**src/battery_gauge_and_charge_detector_top_defines.svh**
```systemverilog
// Assertion helpers for the RTL; bgcd_ctrl includes them.
`ifndef BATTERY_GAUGE_AND_CHARGE_DETECTOR_TOP_DEFINES_SVH
`define BATTERY_GAUGE_AND_CHARGE_DETECTOR_TOP_DEFINES_SVH

// Same-cycle implication, disabled while reset is asserted.
`define BGCD_ASSERT_IMP(lbl, clk, rst_n, ante, cons) \
    lbl: assert property (@(posedge clk) disable iff (!rst_n) (ante) |-> (cons)) \
        else $error("assertion failed");

// Next-cycle implication, disabled while reset is asserted.
`define BGCD_ASSERT_NXT(lbl, clk, rst_n, ante, cons) \
    lbl: assert property (@(posedge clk) disable iff (!rst_n) (ante) |=> (cons)) \
        else $error("assertion failed");

`endif

```
**src/bgcd_pkg.sv**
```systemverilog
package bgcd_pkg;

    localparam int BGCD_HIST_DEPTH = 4;
    // Must be a power of two; the reading sum is scaled by a shift.
    localparam int SAMPLE_COUNT    = 16;

    localparam int KIND_W  = 2;
    localparam int SUM_W   = 16;
    localparam int TIME_W  = 32;
    localparam int MV_W    = 13;
    localparam int PCT_W   = 7;
    localparam int RAW_W   = 22;
    localparam int AVG_W   = 29;
    localparam int CFG_W   = 16;
    localparam int CFG_IDX_W = 3;
    localparam int THR_W   = 10;

    localparam logic [KIND_W-1:0] KIND_MEASURE = 2'd0;
    localparam logic [KIND_W-1:0] KIND_BUSY    = 2'd1;
    localparam logic [KIND_W-1:0] KIND_CHECK   = 2'd2;

    localparam logic [CFG_IDX_W-1:0] REG_GAIN     = 3'd0;
    localparam logic [CFG_IDX_W-1:0] REG_WEIGHT   = 3'd1;
    localparam logic [CFG_IDX_W-1:0] REG_THRESH   = 3'd2;
    localparam logic [CFG_IDX_W-1:0] REG_SETTLE   = 3'd3;
    localparam logic [CFG_IDX_W-1:0] REG_HOLDOFF  = 3'd4;
    localparam logic [CFG_IDX_W-1:0] REG_INTERVAL = 3'd5;

    localparam logic [RAW_W-1:0] RAW_MAX = RAW_W'(8191 * 512);

    localparam int CURVE_PTS = 11;
    localparam int SEG_W     = 4;
    localparam logic [MV_W-1:0] CURVE_MV [CURVE_PTS] = '{
        13'd4150, 13'd4050, 13'd3950, 13'd3850, 13'd3800, 13'd3750,
        13'd3700, 13'd3650, 13'd3600, 13'd3550, 13'd3500};
    localparam logic [PCT_W-1:0] CURVE_PCT [CURVE_PTS] = '{
        7'd100, 7'd95, 7'd85, 7'd70, 7'd60, 7'd50,
        7'd40, 7'd30, 7'd20, 7'd10, 7'd0};

    typedef struct packed {
        logic take;
        logic exec;
        logic avg;
        logic apply;
        logic pct;
        logic div_step;
        logic load_out;
    } t_cmd;

    typedef struct packed {
        logic is_measure;
        logic div_done;
    } t_status;

endpackage

```
**src/bgcd_req_if.sv**
```systemverilog
interface bgcd_req_if;
    import bgcd_pkg::*;
    logic              valid;
    logic              ready;
    logic [KIND_W-1:0] kind;
    logic [SUM_W-1:0]  sample_sum;
    logic              load_busy;
    logic [TIME_W-1:0] now_ms;
    modport source (output valid, kind, sample_sum, load_busy, now_ms, input ready);
    modport sink (input valid, kind, sample_sum, load_busy, now_ms, output ready);
endinterface

```
**src/bgcd_rsp_if.sv**
```systemverilog
interface bgcd_rsp_if;
    import bgcd_pkg::*;
    logic             valid;
    logic             ready;
    logic [MV_W-1:0]  smoothed_mv;
    logic [PCT_W-1:0] percent;
    logic             charging;
    modport source (output valid, smoothed_mv, percent, charging, input ready);
    modport sink (input valid, smoothed_mv, percent, charging, output ready);
endinterface

```
**src/bgcd_ctrl.sv**
```systemverilog
`include "battery_gauge_and_charge_detector_top_defines.svh"
module bgcd_ctrl (
    input  logic              i_clk,
    input  logic              i_rst_n,
    input  logic              i_req_valid,
    output logic              o_req_ready,
    output logic              o_rsp_valid,
    input  logic              i_rsp_ready,
    input  bgcd_pkg::t_status i_status,
    output bgcd_pkg::t_cmd    o_cmd
);
    import bgcd_pkg::*;

    localparam logic [2:0] ST_IDLE  = 3'd0;
    localparam logic [2:0] ST_EXEC  = 3'd1;
    localparam logic [2:0] ST_AVG   = 3'd2;
    localparam logic [2:0] ST_APPLY = 3'd3;
    localparam logic [2:0] ST_PCT   = 3'd4;
    localparam logic [2:0] ST_DIV   = 3'd5;
    localparam logic [2:0] ST_DONE  = 3'd6;

    logic [2:0] r_state, n_state;
    logic       r_out_valid, n_out_valid;
    logic       accept;

    assign o_req_ready = (r_state == ST_IDLE);
    assign accept      = i_req_valid && o_req_ready;
    assign o_rsp_valid = r_out_valid;

    always_comb begin
        n_state     = r_state;
        n_out_valid = r_out_valid && !i_rsp_ready;
        o_cmd       = '0;
        o_cmd.take  = accept;
        unique case (r_state)
            ST_IDLE: begin
                if (accept) n_state = ST_EXEC;
            end
            ST_EXEC: begin
                o_cmd.exec = 1'b1;
                n_state = i_status.is_measure ? ST_AVG : ST_PCT;
            end
            ST_AVG: begin
                o_cmd.avg = 1'b1;
                n_state = ST_APPLY;
            end
            ST_APPLY: begin
                o_cmd.apply = 1'b1;
                n_state = ST_PCT;
            end
            ST_PCT: begin
                o_cmd.pct = 1'b1;
                n_state = ST_DIV;
            end
            ST_DIV: begin
                if (i_status.div_done) n_state = ST_DONE;
                else o_cmd.div_step = 1'b1;
            end
            ST_DONE: begin
                if (!r_out_valid || i_rsp_ready) begin
                    o_cmd.load_out = 1'b1;
                    n_out_valid = 1'b1;
                    n_state = ST_IDLE;
                end
            end
            default: n_state = ST_IDLE;
        endcase
    end

    always_ff @(posedge i_clk) begin
        if (!i_rst_n) begin
            r_state     <= ST_IDLE;
            r_out_valid <= 1'b0;
        end else begin
            r_state     <= n_state;
            r_out_valid <= n_out_valid;
        end
    end

    `BGCD_ASSERT_NXT(a_accept_exec, i_clk, i_rst_n, accept, r_state == ST_EXEC)
    `BGCD_ASSERT_NXT(a_done_loads, i_clk, i_rst_n,
        (r_state == ST_DONE) && !r_out_valid, r_out_valid && (r_state == ST_IDLE))
    `BGCD_ASSERT_NXT(a_div_finish, i_clk, i_rst_n,
        (r_state == ST_DIV) && i_status.div_done, r_state == ST_DONE)
    `BGCD_ASSERT_IMP(a_load_only_done, i_clk, i_rst_n, o_cmd.load_out,
        (r_state == ST_DONE) && !o_req_ready)

endmodule

```
**src/bgcd_dp.sv**
```systemverilog
module bgcd_dp #(
    parameter int HISTORY_DEPTH = bgcd_pkg::BGCD_HIST_DEPTH
) (
    input  logic                            i_clk,
    input  logic                            i_rst_n,
    input  logic                            i_cfg_we,
    input  logic [bgcd_pkg::CFG_IDX_W-1:0]  i_cfg_idx,
    input  logic [bgcd_pkg::CFG_W-1:0]      i_cfg_data,
    input  logic [bgcd_pkg::KIND_W-1:0]     i_kind,
    input  logic [bgcd_pkg::SUM_W-1:0]      i_sample_sum,
    input  logic                            i_load_busy,
    input  logic [bgcd_pkg::TIME_W-1:0]     i_now_ms,
    input  bgcd_pkg::t_cmd                  i_cmd,
    output bgcd_pkg::t_status               o_status,
    output logic [bgcd_pkg::MV_W-1:0]       o_smoothed_mv,
    output logic [bgcd_pkg::PCT_W-1:0]      o_percent,
    output logic                            o_charging
);
    import bgcd_pkg::*;

    localparam int FILL_W    = $clog2(HISTORY_DEPTH + 1);
    localparam int SUM_SHIFT = 4 + $clog2(SAMPLE_COUNT);
    localparam int MPROD_W   = SUM_W + CFG_W;
    localparam int WPROD_W   = AVG_W + CFG_W;
    localparam int DIFF_W    = 23;
    localparam int PPROD_W   = DIFF_W + 4;
    localparam int Q_W       = PPROD_W - 16;

    // configuration
    logic [CFG_W-1:0] r_gain, r_weight, r_settle, r_holdoff, r_interval;
    logic [THR_W-1:0] r_thresh;

    // latched request
    logic [KIND_W-1:0] r_kind;
    logic [SUM_W-1:0]  r_sum;
    logic              r_busy;
    logic [TIME_W-1:0] r_now;

    // gauge state
    logic [AVG_W-1:0]   r_avg;
    logic               r_loaded;
    logic [RAW_W-1:0]   r_raw;
    logic [MPROD_W-1:0] r_mprod;
    logic [WPROD_W-1:0] r_wprod;
    logic               r_up, r_apply;

    // detector state
    logic               r_fcs;
    logic [TIME_W-1:0]  r_fct, r_htime, r_bend;
    logic [RAW_W-1:0]   r_hist [HISTORY_DEPTH];
    logic [FILL_W-1:0]  r_fill;
    logic               r_flag, r_known, r_load, r_ans;

    // percent
    logic [Q_W-1:0]   r_rem;
    logic [6:0]       r_div;
    logic [3:0]       r_q;
    logic [PCT_W-1:0] r_plo;

    assign o_status.is_measure = (r_kind == KIND_MEASURE);
    assign o_status.div_done   = (r_rem < Q_W'(r_div));

    // measure path
    logic [MPROD_W-SUM_SHIFT-1:0] raw_full;
    logic [RAW_W-1:0]             raw_sat;
    logic [AVG_W-1:0]             v_new, avg_diff;
    always_comb begin
        raw_full = r_mprod[MPROD_W-1:SUM_SHIFT];
        raw_sat  = (raw_full > (MPROD_W-SUM_SHIFT)'(RAW_MAX)) ? RAW_MAX
                                                               : RAW_W'(raw_full);
        v_new    = {raw_sat, 7'd0};
        avg_diff = (v_new >= r_avg) ? (v_new - r_avg) : (r_avg - v_new);
    end

    // check path
    logic              fresh, sample, settling, holdoff, full, n_flag;
    logic [TIME_W-1:0] fct_eff, since_busy;
    logic [FILL_W-1:0] fill_eff;
    logic [RAW_W-1:0]  newest, oldest;
    logic [RAW_W-1:0]  thr;
    always_comb begin
        fresh      = !r_fcs;
        fct_eff    = fresh ? r_now : r_fct;
        settling   = (r_now - fct_eff) < TIME_W'(r_settle);
        since_busy = r_now - r_bend;
        holdoff    = r_load || since_busy[TIME_W-1];
        sample     = fresh || ((r_now - r_htime) >= TIME_W'(r_interval));
        fill_eff   = (sample && (r_fill < FILL_W'(HISTORY_DEPTH))) ? r_fill + 1'b1 : r_fill;
        full       = (fill_eff == FILL_W'(HISTORY_DEPTH));
        newest     = sample ? r_raw : r_hist[0];
        oldest     = sample ? r_hist[HISTORY_DEPTH-2] : r_hist[HISTORY_DEPTH-1];
        thr        = {3'd0, r_thresh, 9'd0};
        n_flag     = r_flag;
        if (full && (newest > oldest) && ((newest - oldest) > thr)) n_flag = 1'b1;
        else if (full && (oldest > newest) && ((oldest - newest) > thr)) n_flag = 1'b0;
        else if (!r_known) n_flag = 1'b0;
    end

    // curve segment lookup
    logic               hi_sat, lo_sat;
    logic [SEG_W-1:0]   seg, seg_hi;
    logic [DIFF_W-1:0]  pdiff;
    logic [3:0]         dp;
    logic [PPROD_W-1:0] pprod;
    always_comb begin
        hi_sat = r_avg >= {CURVE_MV[0], 16'd0};
        lo_sat = r_avg <= {CURVE_MV[CURVE_PTS-1], 16'd0};
        seg    = SEG_W'(1);
        for (int i = CURVE_PTS - 1; i >= 1; i--) begin
            if (r_avg >= {CURVE_MV[i], 16'd0}) seg = SEG_W'(i);
        end
        seg_hi = seg - 1'b1;
        pdiff  = DIFF_W'(r_avg - {CURVE_MV[seg], 16'd0});
        dp     = 4'(CURVE_PCT[seg_hi] - CURVE_PCT[seg]);
        pprod  = pdiff * dp;
    end

    always_ff @(posedge i_clk) begin
        if (!i_rst_n) begin
            r_gain     <= CFG_W'(16384);
            r_weight   <= CFG_W'(1311);
            r_thresh   <= THR_W'(20);
            r_settle   <= CFG_W'(5000);
            r_holdoff  <= CFG_W'(2500);
            r_interval <= CFG_W'(1000);
            r_avg      <= '0;
            r_loaded   <= 1'b0;
            r_raw      <= '0;
            r_fcs      <= 1'b0;
            r_fct      <= '0;
            r_fill     <= '0;
            r_htime    <= '0;
            r_flag     <= 1'b0;
            r_known    <= 1'b0;
            r_load     <= 1'b0;
            r_bend     <= '0;
            r_apply    <= 1'b0;
        end else begin
            if (i_cfg_we) begin
                unique case (i_cfg_idx)
                    REG_GAIN:     r_gain     <= i_cfg_data;
                    REG_WEIGHT:   r_weight   <= i_cfg_data;
                    REG_THRESH:   r_thresh   <= i_cfg_data[THR_W-1:0];
                    REG_SETTLE:   r_settle   <= i_cfg_data;
                    REG_HOLDOFF:  r_holdoff  <= i_cfg_data;
                    REG_INTERVAL: r_interval <= i_cfg_data;
                    default: ;
                endcase
            end
            if (i_cmd.exec && (r_kind == KIND_BUSY)) begin
                r_load <= r_busy;
                if (r_busy) r_bend <= r_now + TIME_W'(r_holdoff);
            end
            if (i_cmd.exec && (r_kind == KIND_CHECK) && (r_raw != '0)) begin
                r_fcs <= 1'b1;
                r_fct <= fct_eff;
                if (settling || holdoff) begin
                    r_fill  <= '0;
                    r_htime <= r_now;
                end else begin
                    if (sample) r_htime <= r_now;
                    r_fill <= fill_eff;
                    r_flag <= n_flag;
                    if (full && (n_flag != r_flag || r_known ||
                        ((newest > oldest) && ((newest - oldest) > thr)) ||
                        ((oldest > newest) && ((oldest - newest) > thr))))
                        r_known <= r_known ||
                            ((newest > oldest) && ((newest - oldest) > thr)) ||
                            ((oldest > newest) && ((oldest - newest) > thr));
                end
            end
            if (i_cmd.avg) begin
                r_raw <= raw_sat;
                if (!r_loaded) begin
                    r_avg    <= v_new;
                    r_loaded <= 1'b1;
                    r_apply  <= 1'b0;
                end else begin
                    r_apply <= 1'b1;
                end
            end
            if (i_cmd.apply && r_apply) begin
                if (r_up) r_avg <= r_avg + AVG_W'(r_wprod >> 16);
                else      r_avg <= r_avg - AVG_W'(r_wprod >> 16);
            end
        end
    end

    // payload registers
    always_ff @(posedge i_clk) begin
        if (i_cmd.take) begin
            r_kind <= i_kind;
            r_sum  <= i_sample_sum;
            r_busy <= i_load_busy;
            r_now  <= i_now_ms;
        end
        if (i_cmd.exec) begin
            r_mprod <= r_sum * r_gain;
            unique case (r_kind)
                KIND_CHECK: begin
                    if (r_raw == '0) r_ans <= 1'b0;
                    else if (settling) r_ans <= 1'b0;
                    else if (holdoff) r_ans <= r_flag;
                    else r_ans <= n_flag;
                end
                default: r_ans <= r_flag;
            endcase
        end
        if (i_cmd.exec && (r_kind == KIND_CHECK) && (r_raw != '0) && !settling
            && !holdoff && sample) begin
            for (int i = HISTORY_DEPTH - 1; i > 0; i--) r_hist[i] <= r_hist[i-1];
            r_hist[0] <= r_raw;
        end
        if (i_cmd.avg) begin
            r_wprod <= avg_diff * r_weight;
            r_up    <= (v_new >= r_avg);
        end
        if (i_cmd.pct) begin
            r_q   <= '0;
            r_div <= 7'(CURVE_MV[seg_hi] - CURVE_MV[seg]);
            if (hi_sat) begin
                r_plo <= CURVE_PCT[0];
                r_rem <= '0;
            end else if (lo_sat) begin
                r_plo <= CURVE_PCT[CURVE_PTS-1];
                r_rem <= '0;
            end else begin
                r_plo <= CURVE_PCT[seg];
                r_rem <= pprod[PPROD_W-1:16];
            end
        end
        if (i_cmd.div_step) begin
            r_rem <= r_rem - Q_W'(r_div);
            r_q   <= r_q + 1'b1;
        end
        if (i_cmd.load_out) begin
            o_smoothed_mv <= r_avg[AVG_W-1:16];
            o_percent     <= r_plo + PCT_W'(r_q);
            o_charging    <= r_ans;
        end
    end

endmodule

```
**src/battery_gauge_and_charge_detector_top.sv**
```systemverilog
// Battery gauge and charge detector.
// Requests arrive on i_req (valid/ready): kind 0 measures a sum of readings,
// kind 1 updates the load-busy flag, kind 2 runs the charging check, kind 3
// only reports. Every request yields one response on o_rsp: smoothed mV,
// charge percent from the eleven-point curve, and the charging bit.
// Registers are written through i_cfg_we/i_cfg_idx/i_cfg_data; the user
// must write them only while idle, which the block does not enforce.
// A request passes EXEC, then AVG and APPLY for a measure only, then PCT,
// DIV and DONE; in DIV the percent quotient is found by repeated
// subtraction of the segment span, and DONE loads the response register.
// One request is in work at a time; i_req.ready is
// high whenever the sequencer is idle, also while a response still waits.
// A stalled o_rsp holds its response; a finished request then waits in the
// sequencer until the response register frees.
// Reset (synchronous, active low) restores register defaults and clears the
// average, flags, timers and history fill; history entries are not cleared.
module battery_gauge_and_charge_detector_top #(
    parameter int HISTORY_DEPTH = bgcd_pkg::BGCD_HIST_DEPTH
) (
    input  logic                           i_clk,
    input  logic                           i_rst_n,
    input  logic                           i_cfg_we,
    input  logic [bgcd_pkg::CFG_IDX_W-1:0] i_cfg_idx,
    input  logic [bgcd_pkg::CFG_W-1:0]     i_cfg_data,
    bgcd_req_if.sink                       i_req,
    bgcd_rsp_if.source                     o_rsp
);
    import bgcd_pkg::*;

    t_cmd    cmd;
    t_status status;

    // sequencer: one request at a time, output handshake owned here
    bgcd_ctrl u_ctrl (
        .i_clk       (i_clk),
        .i_rst_n     (i_rst_n),
        .i_req_valid (i_req.valid),
        .o_req_ready (i_req.ready),
        .o_rsp_valid (o_rsp.valid),
        .i_rsp_ready (o_rsp.ready),
        .i_status    (status),
        .o_cmd       (cmd)
    );

    // gauge, detector and curve arithmetic
    bgcd_dp #(.HISTORY_DEPTH(HISTORY_DEPTH)) u_dp (
        .i_clk         (i_clk),
        .i_rst_n       (i_rst_n),
        .i_cfg_we      (i_cfg_we),
        .i_cfg_idx     (i_cfg_idx),
        .i_cfg_data    (i_cfg_data),
        .i_kind        (i_req.kind),
        .i_sample_sum  (i_req.sample_sum),
        .i_load_busy   (i_req.load_busy),
        .i_now_ms      (i_req.now_ms),
        .i_cmd         (cmd),
        .o_status      (status),
        .o_smoothed_mv (o_rsp.smoothed_mv),
        .o_percent     (o_rsp.percent),
        .o_charging    (o_rsp.charging)
    );

endmodule
```
**src/flat_wrapper.sv**
```systemverilog
// flat-port wrapper written by rule: the top's interface ports become plain ports
module battery_gauge_and_charge_detector_top_flat import bgcd_pkg::*;
#(
    parameter int HISTORY_DEPTH = bgcd_pkg::BGCD_HIST_DEPTH
)
  (i_clk, i_rst_n, i_cfg_we, i_cfg_idx, i_cfg_data, i_req_valid, i_req_kind, i_req_sample_sum, i_req_load_busy, i_req_now_ms, i_req_ready, o_rsp_valid, o_rsp_smoothed_mv, o_rsp_percent, o_rsp_charging, o_rsp_ready);
  bgcd_req_if i_req_i ();
  bgcd_rsp_if o_rsp_i ();
  input  logic i_clk;
  input  logic i_rst_n;
  input  logic i_cfg_we;
  input  logic [bgcd_pkg::CFG_IDX_W-1:0] i_cfg_idx;
  input  logic [bgcd_pkg::CFG_W-1:0] i_cfg_data;
  input wire logic [$bits(i_req_i.valid)-1:0] i_req_valid;
  input wire logic [$bits(i_req_i.kind)-1:0] i_req_kind;
  input wire logic [$bits(i_req_i.sample_sum)-1:0] i_req_sample_sum;
  input wire logic [$bits(i_req_i.load_busy)-1:0] i_req_load_busy;
  input wire logic [$bits(i_req_i.now_ms)-1:0] i_req_now_ms;
  output wire logic [$bits(i_req_i.ready)-1:0] i_req_ready;
  output wire logic [$bits(o_rsp_i.valid)-1:0] o_rsp_valid;
  output wire logic [$bits(o_rsp_i.smoothed_mv)-1:0] o_rsp_smoothed_mv;
  output wire logic [$bits(o_rsp_i.percent)-1:0] o_rsp_percent;
  output wire logic [$bits(o_rsp_i.charging)-1:0] o_rsp_charging;
  input wire logic [$bits(o_rsp_i.ready)-1:0] o_rsp_ready;
  assign i_req_i.valid = i_req_valid;
  assign i_req_i.kind = i_req_kind;
  assign i_req_i.sample_sum = i_req_sample_sum;
  assign i_req_i.load_busy = i_req_load_busy;
  assign i_req_i.now_ms = i_req_now_ms;
  assign i_req_ready = i_req_i.ready;
  assign o_rsp_valid = o_rsp_i.valid;
  assign o_rsp_smoothed_mv = o_rsp_i.smoothed_mv;
  assign o_rsp_percent = o_rsp_i.percent;
  assign o_rsp_charging = o_rsp_i.charging;
  assign o_rsp_i.ready = o_rsp_ready;
  battery_gauge_and_charge_detector_top #(.HISTORY_DEPTH(HISTORY_DEPTH)) u_core (.i_clk(i_clk), .i_rst_n(i_rst_n), .i_cfg_we(i_cfg_we), .i_cfg_idx(i_cfg_idx), .i_cfg_data(i_cfg_data), .i_req(i_req_i), .o_rsp(o_rsp_i));
endmodule
```
**config.mk**
```make
export PLATFORM = sky130hd
export DESIGN_NAME = battery_gauge_and_charge_detector_top_flat
export DESIGN_NICKNAME = d
export VERILOG_FILES = /design/src/bgcd_pkg.sv /design/src/bgcd_req_if.sv /design/src/bgcd_rsp_if.sv /design/src/bgcd_ctrl.sv /design/src/bgcd_dp.sv /design/src/battery_gauge_and_charge_detector_top.sv /design/src/flat_wrapper.sv
export VERILOG_INCLUDE_DIRS = /design/src /design/src/src
export SDC_FILE = /design/constraint.sdc
export NUM_CORES = 2
export LEC_CHECK = 0
export ABC_AREA = 1
export BUFFER_PORTS_ARGS = -buffer_cell sky130_fd_sc_hd__buf_2
export CAP_MARGIN = 10
export CORE_ASPECT_RATIO = 0.7
export CORE_UTILIZATION = 30
export DETAILED_ROUTE_END_ITERATION = 8
export GPL_ROUTABILITY_DRIVEN = 0
export PLACE_DENSITY = 0.51
export SYNTH_ARGS = -nofsm -noshare
export SYNTH_HDL_FRONTEND = slang
export SYNTH_SLANG_ARGS = --single-unit
```
**constraint.sdc**
```tcl
create_clock -name i_clk -period 10.6 [get_ports i_clk]
set_input_delay 0.53 -clock i_clk [delete_from_list [all_inputs] [get_ports i_clk]]
set_output_delay 0.53 -clock i_clk [all_outputs]
set_load 0.02 [all_outputs]
```
==> results.json <==
{
  "postSynthCellCount": 7968,
  "worstSetupStartpointType": "register",
  "cp_max_fo": 28,
  "wl_per_cell_um": 19.1,
  "drcViolationCount": 0,
  "start_util_pct": 30.3,
  "fin_cells": 10700,
  "crit_path_end": "u_core.u_dp.r_wprod[37]",
  "synth_warnings": 0,
  "dp_hpwl_mm": 163,
  "report.final.slew_viol_count": 0,
  "syn_to_final_growth_pct": 9.53,
  "drive_gt1_share_pct": 4.79,
  "required_ns": 11.07,
  "synth-compound-area-share_pct": 11.8,
  "rsz0062_at_grt": "no",
  "pin_count": 98,
  "ys_ff_latch": 492,
  "track_usage_pct": 20.1,
  "r2r_start": "u_core.u_dp.r_mprod[13]",
  "setup_viol": 0,
  "final_nets": 9232,
  "skew_ns": 0.0280,
  "regArea_sq_um": 12300,
  "maxCapViolations": 0,
  "vias": 52400,
  "fillers": 21000,
  "max_freq_ghz": 0.0983,
  "synth_nets": 9214,
  "root_buffer": "clkbuf_16",
  "finalCritPeriodShare_pct": 96.0,
  "post_cts_buffers": 0,
  "multi_input_area_sq_um": 40200,
  "tightest_slew_ns": 1.36,
  "async_flop_share_pct": 0,
  "muxShareOfSynthArea_pct": 0.0335,
  "slowest_stage": "o21ai_1",
  "vias_per_cell": 4.92,
  "crit_top_cell": "inv_1",
  "final.min_clock_period_ns": 10.18,
  "die_area_sq_um": 201000,
  "drtPass1Iterations": 6,
  "grt_pass1_vias": 51000,
  "placed_cells": 10500,
  "ys.flop_type": "dfxtp_1",
  "arrival_ns": 10.65,
  "crit_path_end_kind": "register",
  "yosysTopAreaCell": "fa_1",
  "synth_top_family_by_area": "adder cells",
  "grt_pass1_wl_mm": 311,
  "path_delay_family": "adder cells",
  "clock_latency_ns": 0.68,
  "synth_commonest_cells": "1660 x inv_1, 1649 x nand2_1, 735 x nor2_1",
  "min_path_type": "in -> reg",
  "outcome": "complete, no violations",
  "finalHoldViolCount": 0,
  "globalRoute.totalOverflow": 0,
  "synthAdderAreaFrac_pct": 32.3,
  "synth-xor-area-share_pct": 3.67,
  "slew_headroom_pct": 9.24,
  "clk_pin_slew_worst_paths_ns": 0.06,
  "yosysTopAreaCellShare_pct": 20.8,
  "wirelength_mm": 204,
  "rows": 136,
  "r2r_end": "u_core.u_dp.r_wprod[37]",
  "worst-path-buf-inv": 10,
  "yosysMostFrequentCell": "inv_1",
  "worstRegToRegCells": 40,
  "max_stage_delay_ns": 0.60,
  "r2r_setup_slack_ns": 0.42,
  "synth-seq-area-share_pct": 20.5,
  "synthTopCellsByArea": "fa_1 21%, edfxtp_1 12%, ha_1 12%, inv_1 10%, nand2_1 10%",
  "synth_simple_gate_area_share_pct": 19.3,
  "fin_hold_ws_ns": 0.0569,
  "antenna_found_initial": 4,
  "cts_inserted_buffers": 56,
  "fp.coreArea_sq_um": 197000,
  "ys_types": 74,
  "crit_start": "u_core.u_dp.r_mprod[13]",
  "worst-path-stages": 40,
  "die_y_um": 376,
  "port_buffers": 97,
  "synth.cell_area_sq_um": 59800,
  "cts.path.max_buffers": 3,
  "setup_tns_ns": 0,
  "crit_type": "reg -> reg",
  "dieWidth_um": 536,
  "cts.htree.levels": 2,
  "detail-route-antenna-nets": 0,
  "cts_tree": "done",
  "drt_iter0_markers": 4938,
  "cts.sinks": 492,
  "synth_edf_count": 242,
  "synthesis.area_per_instance_sq_um": 7.51,
  "grt_max_degree": 87
}
[logic make-up after synthesis]
family,count (synthesis)
simple gates,2844
mux,2
fa+ha+maj,1171
compound gates,1263
xor+xnor,250
buf+inv,1946
flops,492
[worst register-to-register path: cells and delay by family, from the launching register on]
family | cells | cell delay (ns)
AOI/OAI and AO/OA | 5 | 1.58
xor gates and xnor gates | 1 | 0.30
adders and majority gates | 8 | 3.74
buffers and inverters | 10 | 1.58
DFF | 1 | 0.36
and+or+nand+nor | 16 | 2.43
[what timing repair did]
item,CTS,global route
hold buffers,48,0
gates resized for setup,0,9
hold endpoints to repair,48,0
endpoints found under the setup margin,0,19
[stage by stage]
stage / utilization (%) / setup slack (ns) / area [sq um]
after floorplan: - / 2.22 / 59800
after global placement: 32.0 / 0.340 / 63100
after detailed placement: 32.0 / 0.371 / 63100
after CTS: 33.2 / 0.335 / 65500
after global routing: 33.2 / 0.0162 / 65500
final: 33.2 / 0.425 / 65500
[per-layer routing]
layer	vias to the layer above	global-route usage, %	part of all wire [%]
met5	-	0	0
met3	198	4.60	9.1
met4	0	3.95	1.9
li1	25000	-	-
met2	1885	27.8	39
met1	25400	31.1	50
[layout by cell type, fill, tap and decap left out, types with 21 or more instances in the layout]
master / synthesis / final
o21ai_0: 411 / 408
a211oi_1: 47 / 47
a31oi_1: 42 / 42
a21o_1: 26 / 26
o21bai_1: 22 / 22
inv_1: 1660 / 1659
o211ai_1: 38 / 38
nand2_2: 26 / 30
dlygate4sd3_1: 0 / 48
clkbuf_16: 0 / 58
or2_2: 35 / 35
nand3_1: 206 / 206
xor2_1: 171 / 171
xnor2_1: 78 / 77
dfxtp_1: 250 / 250
fa_1: 620 / 620
buf_4: 1 / 71
a21oi_1: 564 / 563
nand4_1: 65 / 65
edfxtp_1: 242 / 242
nor2_1: 735 / 732
nor4_1: 27 / 27
nand2_1: 1649 / 1645
ha_1: 551 / 551
nor3_1: 68 / 67
buf_2: 24 / 96
o21a_1: 21 / 21
[flip-flops by register name (all words and copies together) (netlist names), 6 cells and up]
register and flops:
u_core.u_dp.r_holdoff 16, u_core.u_dp.r_sum 16, u_core.u_dp.r_settle 16, u_core.u_dp.r_weight 16, u_core.u_dp.r_gain 16, u_core.u_dp.r_hist 88
u_core.u_dp.o_smoothed_mv 13, u_core.u_dp.o_percent 7, u_core.u_dp.r_now 32, u_core.u_dp.r_htime 32, u_core.u_dp.r_wprod 29, u_core.u_dp.r_interval 16
u_core.u_dp.r_thresh 10, u_core.u_dp.r_avg 29, u_core.u_dp.r_fct 32, u_core.u_dp.r_raw 22, u_core.u_dp.r_div 6, u_core.u_dp.r_mprod 24
u_core.u_dp.r_bend 32, u_core.u_dp.r_plo 7, u_core.u_dp.r_rem 10
[final cells by class]
| cell class | instances | share of cell area, % |
|---|---|---|
| Multi-Input combinational cell | 5530 | 61.4 |
| Sequential cell | 492 | 18.7 |
| Inverter | 1691 | 9.72 |
| Tap cell | 2622 | 5.01 |
| Clock buffer | 80 | 2.46 |
| Timing Repair Buffer | 215 | 2.28 |
| Clock inverter | 24 | 0.439 |
| Antenna cell | 1 | 0.00382 |
[worst min path at each step]
| stage | start | end | slack [ns] | depth (start not counted) |
|---|---|---|---|---|
| after floorplan | u_core.u_dp.r_ans | u_core.u_dp.o_charging | 0.40 | 0 |
| after global placement | u_core.u_dp.r_hist[1][20] | u_core.u_dp.r_hist[2][20] | 0.40 | 0 |
| after detailed placement | u_core.u_dp.r_hist[1][0] | u_core.u_dp.r_hist[2][0] | 0.40 | 0 |
| after CTS | i_req_now_ms[14] | u_core.u_dp.r_now[14] | 0.0003 | 1 |
| after global routing | i_req_now_ms[14] | u_core.u_dp.r_now[14] | 0.02 | 1 |
| final | i_req_now_ms[14] | u_core.u_dp.r_now[14] | 0.06 | 1 |
Power is left out: the tool's default activity adds up to more than one toggle a clock period on the data nets, which glitch-free logic cannot reach.
